[src/rtl/core/murmur2_64a_hash_defines.svh]
// assertion macros for the murmur2 64a hash block
`ifndef MURMUR2_64A_HASH_DEFINES_SVH
`define MURMUR2_64A_HASH_DEFINES_SVH

`ifndef ASSERT_OFF
// checked property, quiet while reset is held
`define MH_ASSERT(lbl, prop) \
  lbl: assert property (@(posedge clk) disable iff (rst) prop) \
    else $error("hash block check failed");
// checked property, also live during reset
`define MH_ASSERT_RST(lbl, prop) \
  lbl: assert property (@(posedge clk) prop) \
    else $error("hash block reset check failed");
`else
`define MH_ASSERT(lbl, prop)
`define MH_ASSERT_RST(lbl, prop)
`endif

`endif

[src/rtl/core/mh64_pkg.sv]
`timescale 1ns / 1ps

package mh64_pkg;

  // mixing constants
  localparam logic [63:0] MIX_MUL    = 64'hc6a4a7935bd1e995;
  localparam int unsigned MIX_SHIFT  = 47;
  localparam logic [63:0] SEED_RESET = 64'he6573480bcc4fcea;

  // how a word enters the hash
  typedef enum logic [1:0] {
    MIX_NONE = 2'd0,
    MIX_TAIL = 2'd1,
    MIX_FULL = 2'd2
  } mix_kind_t;

  // one classified word waiting in the queue
  typedef struct packed {
    logic [63:0] word;
    mix_kind_t   kind;
    logic [15:0] len;
    logic        first;
    logic        last;
  } q_entry_t;

  // status from the back part
  typedef struct packed {
    logic pop;
    logic emit;
  } back_stat_t;

endpackage

[src/rtl/core/mh64_mul.sv]
`timescale 1ns / 1ps

module mh64_mul import mh64_pkg::*; (
  input  logic        clk,
  input  logic        rst,
  input  logic        start,
  input  logic [63:0] a,
  output logic        done,
  output logic [63:0] res
);

  logic [63:0] pll;
  logic [31:0] plh;
  logic [31:0] phl;
  logic        v1;
  logic        v2;

  // stage one: partial products, only the low 64 bits of the full product matter
  always_ff @(posedge clk) begin
    pll <= {32'b0, a[31:0]} * {32'b0, MIX_MUL[31:0]};
    plh <= a[31:0] * MIX_MUL[63:32];
    phl <= a[63:32] * MIX_MUL[31:0];
  end

  // stage two: combine the partial products
  always_ff @(posedge clk) begin
    res <= pll + {plh + phl, 32'b0};
  end

  // valid pipe
  always_ff @(posedge clk) begin
    if (rst) begin
      v1 <= 1'b0;
      v2 <= 1'b0;
    end else begin
      v1 <= start;
      v2 <= v1;
    end
  end

  assign done = v2;

endmodule

[src/rtl/core/mh64_front.sv]
`timescale 1ns / 1ps

module mh64_front import mh64_pkg::*; #(
  parameter int DEPTH = 2
) (
  input  logic        clk,
  input  logic        rst,
  input  logic        in_valid,
  output logic        in_ready,
  input  logic [63:0] key_word,
  input  logic [3:0]  word_bytes,
  input  logic [15:0] key_length,
  input  logic        first_word,
  input  logic        last_word,
  output logic        q_valid,
  output q_entry_t    q_entry,
  input  back_stat_t  bk_stat
);

  localparam int AW = (DEPTH > 1) ? $clog2(DEPTH) : 1;
  localparam int CW = $clog2(DEPTH + 1);

  q_entry_t        cls;
  q_entry_t        qmem [DEPTH];
  logic [AW-1:0]   wr_ptr;
  logic [AW-1:0]   rd_ptr;
  logic [CW-1:0]   count;
  logic            push;
  logic            pop;

  // classify the incoming beat and mask unused tail bytes
  always_comb begin
    cls.len   = key_length;
    cls.first = first_word;
    cls.last  = last_word;
    cls.word  = key_word;
    if (word_bytes[3]) begin
      cls.kind = MIX_FULL;
    end else if (word_bytes == 4'd0) begin
      cls.kind = MIX_NONE;
    end else begin
      cls.kind = MIX_TAIL;
    end
    if (!word_bytes[3]) begin
      for (int i = 0; i < 8; i++) begin
        if (3'(i) >= word_bytes[2:0]) begin
          cls.word[8*i +: 8] = 8'h00;
        end
      end
    end
  end

  assign in_ready = (count != CW'(DEPTH));
  assign q_valid  = (count != '0);
  assign q_entry  = qmem[rd_ptr];
  assign push     = in_valid && in_ready;
  assign pop      = bk_stat.pop;

  // queue storage
  always_ff @(posedge clk) begin
    if (push) begin
      qmem[wr_ptr] <= cls;
    end
  end

  // queue pointers and fill count
  always_ff @(posedge clk) begin
    if (rst) begin
      wr_ptr <= '0;
      rd_ptr <= '0;
      count  <= '0;
    end else begin
      if (push) begin
        wr_ptr <= (wr_ptr == AW'(DEPTH - 1)) ? '0 : wr_ptr + 1'b1;
      end
      if (pop) begin
        rd_ptr <= (rd_ptr == AW'(DEPTH - 1)) ? '0 : rd_ptr + 1'b1;
      end
      if (push && !pop) begin
        count <= count + 1'b1;
      end else if (pop && !push) begin
        count <= count - 1'b1;
      end
    end
  end

endmodule

[src/rtl/core/mh64_back.sv]
`timescale 1ns / 1ps

module mh64_back import mh64_pkg::*; (
  input  logic        clk,
  input  logic        rst,
  input  logic [63:0] seed,
  input  logic        q_valid,
  input  q_entry_t    q_entry,
  output back_stat_t  bk_stat,
  output logic        out_valid,
  input  logic        out_ready,
  output logic [63:0] hash_value
);

  typedef enum logic [6:0] {
    S_IDLE = 7'b0000001,
    S_INIT = 7'b0000010,
    S_KEY1 = 7'b0000100,
    S_KEY2 = 7'b0001000,
    S_HASH = 7'b0010000,
    S_AVAL = 7'b0100000,
    S_OUT  = 7'b1000000
  } state_t;

  state_t      state;
  state_t      state_next;
  logic [63:0] hash;
  logic [63:0] hash_next;
  q_entry_t    ent;
  logic        mul_start;
  logic [63:0] mul_a;
  logic        mul_done;
  logic [63:0] mul_res;
  logic [63:0] xs;
  logic        mix_go;
  logic [63:0] mix_h;
  q_entry_t    mix_ent;
  logic        pop;
  logic        out_load;

  // shared multiply-by-constant unit
  mh64_mul u_mul (
    .clk   (clk),
    .rst   (rst),
    .start (mul_start),
    .a     (mul_a),
    .done  (mul_done),
    .res   (mul_res)
  );

  assign xs = mul_res ^ (mul_res >> MIX_SHIFT);

  // sequencer: one multiply in flight at a time
  always_comb begin
    state_next = state;
    hash_next  = hash;
    mul_start  = 1'b0;
    mul_a      = '0;
    pop        = 1'b0;
    out_load   = 1'b0;
    mix_go     = 1'b0;
    mix_h      = hash;
    mix_ent    = ent;
    unique case (state)
      S_IDLE: begin
        if (q_valid) begin
          pop = 1'b1;
          if (q_entry.first) begin
            mul_start  = 1'b1;
            mul_a      = 64'(q_entry.len);
            state_next = S_INIT;
          end else begin
            mix_go  = 1'b1;
            mix_ent = q_entry;
          end
        end
      end
      S_INIT: begin
        if (mul_done) begin
          mix_go = 1'b1;
          mix_h  = seed ^ mul_res;
        end
      end
      S_KEY1: begin
        if (mul_done) begin
          mul_start  = 1'b1;
          mul_a      = xs;
          state_next = S_KEY2;
        end
      end
      S_KEY2: begin
        if (mul_done) begin
          mul_start  = 1'b1;
          mul_a      = hash ^ mul_res;
          state_next = S_HASH;
        end
      end
      S_HASH: begin
        if (mul_done) begin
          hash_next = mul_res;
          if (ent.last) begin
            mul_start  = 1'b1;
            mul_a      = xs;
            state_next = S_AVAL;
          end else begin
            state_next = S_IDLE;
          end
        end
      end
      S_AVAL: begin
        if (mul_done) begin
          hash_next  = xs;
          state_next = S_OUT;
        end
      end
      S_OUT: begin
        if (!out_valid || out_ready) begin
          out_load   = 1'b1;
          state_next = S_IDLE;
        end
      end
      default: begin
        state_next = S_IDLE;
      end
    endcase

    // mix the word into a known starting hash
    if (mix_go) begin
      hash_next = mix_h;
      case (mix_ent.kind)
        MIX_FULL: begin
          mul_start  = 1'b1;
          mul_a      = mix_ent.word;
          state_next = S_KEY1;
        end
        MIX_TAIL: begin
          mul_start  = 1'b1;
          mul_a      = mix_h ^ mix_ent.word;
          state_next = S_HASH;
        end
        default: begin
          if (mix_ent.last) begin
            mul_start  = 1'b1;
            mul_a      = mix_h ^ (mix_h >> MIX_SHIFT);
            state_next = S_AVAL;
          end else begin
            state_next = S_IDLE;
          end
        end
      endcase
    end
  end

  // control state
  always_ff @(posedge clk) begin
    if (rst) begin
      state     <= S_IDLE;
      hash      <= '0;
      out_valid <= 1'b0;
    end else begin
      state <= state_next;
      hash  <= hash_next;
      if (out_load) begin
        out_valid <= 1'b1;
      end else if (out_ready) begin
        out_valid <= 1'b0;
      end
    end
  end

  // payload registers
  always_ff @(posedge clk) begin
    if (pop) begin
      ent <= q_entry;
    end
    if (out_load) begin
      hash_value <= hash;
    end
  end

  assign bk_stat.pop  = pop;
  assign bk_stat.emit = out_load;

endmodule

[src/rtl/core/murmur2_64a_hash.sv]
`timescale 1ns / 1ps
// channel  | handshake            | beat
// ---------+----------------------+------------------------------------------------
// cfg      | cfg_valid/cfg_ready  | hash_seed
// in       | in_valid/in_ready    | key_word, word_bytes, key_length, first_word,
//          |                      | last_word
// out      | out_valid/out_ready  | hash_value
//
// each word runs through the back part as multiplies on the shared pipelined 64-bit
// multiplier: a full word needs three multiplies, a tail one, a first word adds one for
// the length term and a last word one for the avalanche plus a state to load the output
// register. the front queue takes beats while the back part works. reset (rst,
// synchronous) restores the default seed and clears the running hash. a stalled output
// holds the back part before the next word is popped; the queue takes beats until full.

`include "murmur2_64a_hash_defines.svh"

module murmur2_64a_hash import mh64_pkg::*; #(
  parameter int QUEUE_DEPTH = 2
) (
  input  logic        clk,
  input  logic        rst,
  input  logic        cfg_valid,
  output logic        cfg_ready,
  input  logic [63:0] hash_seed,
  input  logic        in_valid,
  output logic        in_ready,
  input  logic [63:0] key_word,
  input  logic [3:0]  word_bytes,
  input  logic [15:0] key_length,
  input  logic        first_word,
  input  logic        last_word,
  output logic        out_valid,
  input  logic        out_ready,
  output logic [63:0] hash_value
);

  logic [63:0] seed;
  logic        q_valid;
  q_entry_t    q_entry;
  back_stat_t  bk_stat;

  assign cfg_ready = 1'b1;

  // seed register
  always_ff @(posedge clk) begin
    if (rst) begin
      seed <= SEED_RESET;
    end else if (cfg_valid && cfg_ready) begin
      seed <= hash_seed;
    end
  end

  // front: classify and queue words
  mh64_front #(
    .DEPTH (QUEUE_DEPTH)
  ) u_front (
    .clk        (clk),
    .rst        (rst),
    .in_valid   (in_valid),
    .in_ready   (in_ready),
    .key_word   (key_word),
    .word_bytes (word_bytes),
    .key_length (key_length),
    .first_word (first_word),
    .last_word  (last_word),
    .q_valid    (q_valid),
    .q_entry    (q_entry),
    .bk_stat    (bk_stat)
  );

  // back: mixing sequencer and output register
  mh64_back u_back (
    .clk        (clk),
    .rst        (rst),
    .seed       (seed),
    .q_valid    (q_valid),
    .q_entry    (q_entry),
    .bk_stat    (bk_stat),
    .out_valid  (out_valid),
    .out_ready  (out_ready),
    .hash_value (hash_value)
  );

  // checks
  `MH_ASSERT_RST(a_rst_out, rst |=> !out_valid)
  `MH_ASSERT(a_pop_has_item, bk_stat.pop |-> q_valid)
  `MH_ASSERT(a_out_from_emit, $rose(out_valid) |-> $past(bk_stat.emit))

endmodule
[config.mk]
export PLATFORM = sky130hd
export DESIGN_NAME = murmur2_64a_hash
export DESIGN_NICKNAME = d
export VERILOG_FILES = /design/src/rtl/core/mh64_pkg.sv /design/src/rtl/core/mh64_mul.sv /design/src/rtl/core/mh64_front.sv /design/src/rtl/core/mh64_back.sv /design/src/rtl/core/murmur2_64a_hash.sv
export VERILOG_INCLUDE_DIRS = /design/src /design/src/rtl/core
export SDC_FILE = /design/constraint.sdc
export NUM_CORES = 2
export LEC_CHECK = 0
export ABC_AREA = 0
export BUFFER_PORTS_ARGS = -buffer_cell sky130_fd_sc_hd__clkbuf_2
export CORE_UTILIZATION = 49
export CTS_CLUSTER_SIZE = 30
export DETAILED_ROUTE_END_ITERATION = 6
export PLACE_DENSITY = 0.62
export SYNTH_ARGS = -nofsm -noshare
export SYNTH_HDL_FRONTEND = slang
export SYNTH_SLANG_ARGS = --single-unit
[constraint.sdc]
create_clock -name clk -period 16.4 [get_ports clk]
set_input_delay 1.64 -clock clk [delete_from_list [all_inputs] [get_ports clk]]
set_output_delay 1.64 -clock clk [all_outputs]
set_load 0.1 [all_outputs]
# Word level (Yosys, flattened, before mapping)
# Memory sizes are Yosys's and may differ from the RTL's. A register that Yosys moved wholly into a read port is not among the register bits.
# Index checks and enable logic that the tools add are counted.
[totals]
romBits = 0
in_bits = 155
ramBits = 168
out_inout_bits = 67
n_memories = 1
latch_bits = 0
register_bits = 481
[mem_list]
columns = ["name", "words", "word_bits", "rd", "rd_ports_with_merged_regs", "wr", "line_no", "text"]
rows = [
  ["u_front.qmem", 2, 84, 1, 1, 1, "mh64_front.sv:24", "q_entry_t qmem [DEPTH];"],
]
[classes]
addsub = 6
n_div = 0
eq_ne = 18
reduce_logical = 16
magnitude_cmp = 8
n_mux = 68
shift = 0
multipliers = 3
bitwise_logic = 5
[op_table]
columns = ["operator", "n"]
rows = [
  ["$mux 64", 13],
  ["$pmux 64 s2", 2],
  ["$pmux 64 s4", 1],
  ["$mux 84", 3],
  ["$xor 64x64->64", 3],
  ["$xor 64x17->64", 2],
  ["$add 63x64->64", 1],
  ["$mul 32x31->32 const B", 2],
  ["$mux 8", 8],
  ["$mul 32x31->63 const B", 1],
  ["$mux 7", 8],
  ["$pmux 7 s7", 1],
  ["$add 32x32->32", 1],
  ["$mux 1", 23],
  ["$mux 16", 1],
  ["$ne 3x2->1 const B", 5],
  ["$pmux 7 s2", 1],
  ["$ge 3x3->1 const A", 4],
  ["$mux 6", 2],
  ["$reduce_and 8->1", 1],
  ["$eq 7x1->1 const B", 1],
  ["$eq 7x2->1 const B", 1],
  ["$eq 7x3->1 const B", 1],
  ["$eq 7x4->1 const B", 1],
  ["24 further kinds", 37],
]

# Longest topological paths before layout
[depth]
word_depth = 8
mapped_depth = 48
mapped_depth_nobuf = 38

# Cells and area by module
# A second synthesis with hierarchy kept.
[hier_totals]
hier_cells = 6531
hier_area_um2 = 66164.7
[by_module_without_submodules]
columns = ["module", "area_per_inst_um2", "cells_each", "instances", "seq_area_each_um2"]
rows = [
  ["mh64_mul", 41486.0, 4112, 1, 3843.7],
  ["mh64_back", 15556.2, 1846, 1, 5375.2],
  ["mh64_front", 6745.2, 361, 1, 5144.9],
  ["murmur2_64a_hash", 2377.3, 212, 1, 1281.2],
]

# Least setup slack after synthesis
# OpenSTA, ideal clock, no wires.
[synth_timing]
kind = "reg2reg"
startpoint = "register u_back.state[3]"
endpoint = "register u_back.u_mul.pll[62]"
path_buffers = 11
path_slack_ns = 4.773
stages_incl_launch_ff = 45
arrival_ns = 11.502
path_cell_list = "dfxtp_1 -> buf_4 -> nor4b_4 -> and4b_1 -> buf_4 -> buf_6 -> buf_6 -> buf_2 -> buf_2 -> buf_1 -> clkbuf_1 -> and2_1 -> a21oi_1 -> inv_1 -> ha_1 -> clkbuf_1 -> clkbuf_1 -> clkbuf_1 -> (+9 left out) -> inv_1 -> fa_1 -> inv_1 -> fa_1 -> inv_1 -> fa_1 -> inv_1 -> ha_1 -> nand2_1 -> nor2_1 -> nand3_1 -> o21a_1 -> o41ai_1 -> a21oi_1 -> o31a_1 -> o21ai_0 -> mux2i_1 -> nor2_1"
[synth_via]
elab_chain_len = 7
elab_cells_between_ends = 17
[synth_lines]
columns = ["element", "line_no", "text"]
rows = [
  ["start: declaration", "mh64_back.sv:25", "state_t state;"],
  ["start signal: assignment", "mh64_back.sv:161", "state <= state_next;"],
  ["$eq 7x2->1", "mh64_back.sv:64", "unique case (state)"],
  ["$mux 64", "mh64_back.sv:64", ""],
  ["$xor 64x17->64", "mh64_back.sv:144", "mul_a = mix_h ^ (mix_h >> MIX_SHIFT);"],
  ["$mux 64", "mh64_back.sv:142", "if (mix_ent.last) begin"],
  ["$pmux 64 s2", "mh64_back.sv:130", "case (mix_ent.kind)"],
  ["$mux 64 *", "mh64_back.sv:128", "if (mix_go) begin"],
  ["$mul 32x31->63 *", "mh64_mul.sv:20", "pll <= {32'b0, a[31:0]} * {32'b0, MIX_MUL[31:0]};"],
  ["end signal: assignment", "mh64_mul.sv:20", ""],
  ["end: declaration", "mh64_mul.sv:12", "logic [63:0] pll;"],
]
# Mark *: on every way between the ends. The rest lies on a longest branch, timed or not.
# A chain may end at the register's enable or synchronous reset.

==> run_results.csv <==
group,metric,value,unit
sta,grt_setup_unrepaired,"no",
setup_path,crit_slowest_cell,"o41ai_1",
sta,tightestPinTransition,1.20,ns
place,placed_cells_incl_taps,8143,
layout,finish.cell_count_without_fillers,8280,
sta,finalClockSkew,0.0620,ns
sta,timing.final.crit_period,12.51,ns
setup_path,critical_path_required,16.89,ns
logic_synthesis,post_synthesis_cell_type_count,90,
detailed_routing,detail_route.wirelength,214,mm
detailed_routing,drc,1,
die,fp.dieArea,131000,µm²
detailed_routing,routed_vias_inst,5.68,
clock_network,ctsResizeCount,0,
logic_synthesis,synth_edf_count,299,
global_route,wire_length_of_the_first_global_routing_pass,314,mm
setup_path,critPathKind,"flop to flop",
clock_network,cts.path.max_buffers,3,
setup_path,r2r-end,"u_back.u_mul.pll[62]$_DFF_P_",
worst_hold_path,hp-class,"flop to flop",
sta,final_hold_violations,0,
setup_path,crit_path_end_kind,"flop",
detailed_routing,wl_per_cell,25.9,µm
logic_synthesis,synth.area.top_cells,"fa_1 (24%), ha_1 (17%), edfxtp_1 (14%)",
detailed_routing,detailedRoute.firstIterationViolations,4800,
logic_synthesis,ys_async_sr_fraction,0,
sta,final-setup-viol-count,0,
worst_hold_path,timing.hold.worst_path_depth,0,
sta,achievable-frequency,79.9,MHz
clock_network,cts_buffers,72,
layout,num-fill-cells,11600,
global_route,grt_pass1_vias,47500,
run_status,failed_checks,"DRC",
place,port_buffers,220,
worst_hold_path,hold_start,"u_back.u_mul.pll[14]$_DFF_P_",
logic_synthesis,synth_fp_nets,8074,
detailed_routing,vias,47000,
detailed_routing,firstDrtPassIters,7,
clock_network,post_cts_setup_driven_buffer_insertion_count,0,
layout,final_util,0.542,
clock_network,cts-root-buf,"clkbuf_16",
sta,report.final.slew_viol_count,0,
worst_hold_path,hold-path-endpoint,"u_back.u_mul.res[14]$_DFF_P_",
logic_synthesis,yosys-top-cells-count,"inv_1 (1293), ha_1 (878), fa_1 (763), nand2_1 (351), dfxtp_1 (333)",
die,initial_utilization,0.497,
layout,area_delta_synth_final,9.23,%
sta,fin_setup_tns,0,ns
die,die-height,362,µm
logic_synthesis,ys_seq_area_frac,0.246,
logic_synthesis,postSynth.topFlopCell,"dfxtp_1",
die,horizontal_extent_of_the_die,362,µm
place,detailed_place_hpwl,174,mm
die,design.portCount,222,
layout,multi_input_area,42600,µm²
clock_network,cts_tree,"built",
global_route,global_route.overflow_total,0,
logic_synthesis,syn-instance-count,6278,
setup_path,slowest_cell_delay_on_critical_path,0.86,ns
clock_network,clkLatencyLatePin,0.67,ns
logic_synthesis,average_size_of_a_mapped_cell,10.1,µm²
logic_synthesis,post-synth-top-area-fraction,0.240,
clock_network,clk_pin_slew_worst_paths,0.06,ns
logic_synthesis,yosys_warnings,0,
setup_path,timing.critical_path.fanout_max,36,
logic_synthesis,synth_most_common_cell,"inv_1",
setup_path,cp_data_arrival_time,13.01,ns
setup_path,setup.reg_to_reg.worst_slack,3.89,ns
global_route,number_of_antenna_violations_at_the_first_check_in_global_routing,6,
run_status,run_status,"finished, violations left",
layout,num-nets-final,8284,
layout,post_route_cells_drive_above_1_share,0.0842,
layout,ff_latch_area,15600,µm²
place,gp_routability_congestion,1.01,
die,row_count,131,
global_route,groute.usage.overall,0.327,
logic_synthesis,synthesis.area,63700,µm²
logic_synthesis,synth_seq_cells,632,
detailed_routing,postRouteAntennaNets,0,
clock_network,clock_tree.htree_level_count,3,
clock_network,clock-sinks,632,
job,max-cap-violations,0,
sta,slew-limit-headroom,0.199,
sta,timing.final.crit_share,0.763,
setup_path,reg2regPathDepth,37,
logic_synthesis,synth.largest_area_cell,"fa_1",
setup_path,type_of_element_launching_the_critical_path,"flop",
die,core-area,128000,µm²
clock_network,cts_hold_repair.buffers,0,
global_route,grt_max_degree,74,
## worst max-delay path: cells and delay by family (launching register included)
| kind | cells | cell delay [ns] |
|---|---|---|
| and+or+nand+nor | 9 | 2.27 |
| muxes | 3 | 0.72 |
| AOI/OAI and AO/OA | 7 | 2.87 |
| adders and majority gates | 10 | 4.48 |
| buffers and inverters | 8 | 1.46 |
| DFF | 1 | 0.53 |
## registers in the layout (all words and copies together), names as in the netlist, named ones only
signal / flops
u_back.out_valid: 1
u_back.u_mul.plh: 32
u_back.u_mul.done: 1
u_back.u_mul.phl: 32
u_back.u_mul.v1: 1
u_front.qmem: 168
u_back.state: 7
u_front.rd_ptr: 1
u_back.ent: 67
u_back.hash_value: 64
u_front.count: 2
u_front.wr_ptr: 1
seed: 64
u_back.u_mul.pll: 62
u_back.hash: 64
u_back.u_mul.res: 64
## worst max-delay path by stage
stage                              endpoint  slack (ns)  cells past startpoint
6_report       u_back.u_mul.pll[62]$_DFF_P_        3.89                     37
5_1_grt        u_back.u_mul.pll[62]$_DFF_P_        3.45                     37
4_1_cts        u_back.u_mul.pll[62]$_DFF_P_        3.95                     37
3_5_place_dp   u_back.u_mul.pll[62]$_DFF_P_        4.00                     37
3_3_place_gp   u_back.u_mul.pll[62]$_DFF_P_        4.25                     37
2_1_floorplan  u_back.u_mul.pll[62]$_DFF_P_        4.77                     44
## routing by layer
metal	wire length, µm	up-vias	global-route usage
li1	-	21100	-
met1	87600	23400	0.434
met2	96900	2060	0.522
met3	16500	457	0.0444
met4	13000	2	0.170
met5	12	-	0
## through the flow
stage	hold WS, ns	cell area [µm²]	worst slack [ns]
after floorplan	0.310	63700	4.77
after global placement	0.311	67000	4.25
after detailed placement	0.312	67000	4.00
after CTS	0.325	69500	3.95
after global routing	0.328	69500	3.45
final	0.323	69500	3.89
## logic make-up after synthesis
logic type	share of synthesized area
other cells	0.0000589
fa+ha+maj	0.413
flops	0.246
buf+inv	0.0876
mux	0.0284
xor+xnor	0.0470
simple gates	0.0778
compound gates	0.101
## layout make-up
class                      count  area share
multi-input combinational   4183       0.612
inverter                    1293      0.0698
timing repair buffer         306      0.0252
antenna                        5    0.000180
clock buffer                  90      0.0281
tap                         1729      0.0311
sequential                   632       0.225
clock inverter                42     0.00846
## placed cells by master (no fill, tap or decap), types with 32 or more instances in the layout
cell | synthesis | routed
mux2i_1 | 101 | 100
mux2_2 | 71 | 71
a211o_1 | 43 | 43
fa_1 | 763 | 763
clkbuf_2 | 7 | 218
nor2b_1 | 111 | 110
a21oi_1 | 277 | 277
buf_4 | 6 | 88
clkbuf_16 | 0 | 74
and3_1 | 46 | 45
xor2_1 | 128 | 128
nand2_1 | 351 | 351
dfxtp_1 | 333 | 332
or3_1 | 32 | 32
nor3_1 | 58 | 58
xnor2_1 | 203 | 203
o21a_1 | 39 | 38
nor2_1 | 308 | 304
nand3_1 | 45 | 43
inv_1 | 1293 | 1292
ha_1 | 878 | 876
o21ai_0 | 185 | 180
edfxtp_1 | 299 | 299
a31oi_1 | 58 | 57
a211oi_1 | 43 | 41
a21o_1 | 83 | 83
Power is left out: the tool's default activity adds up to more than one toggle a clock period on the data nets, which glitch-free logic cannot reach.
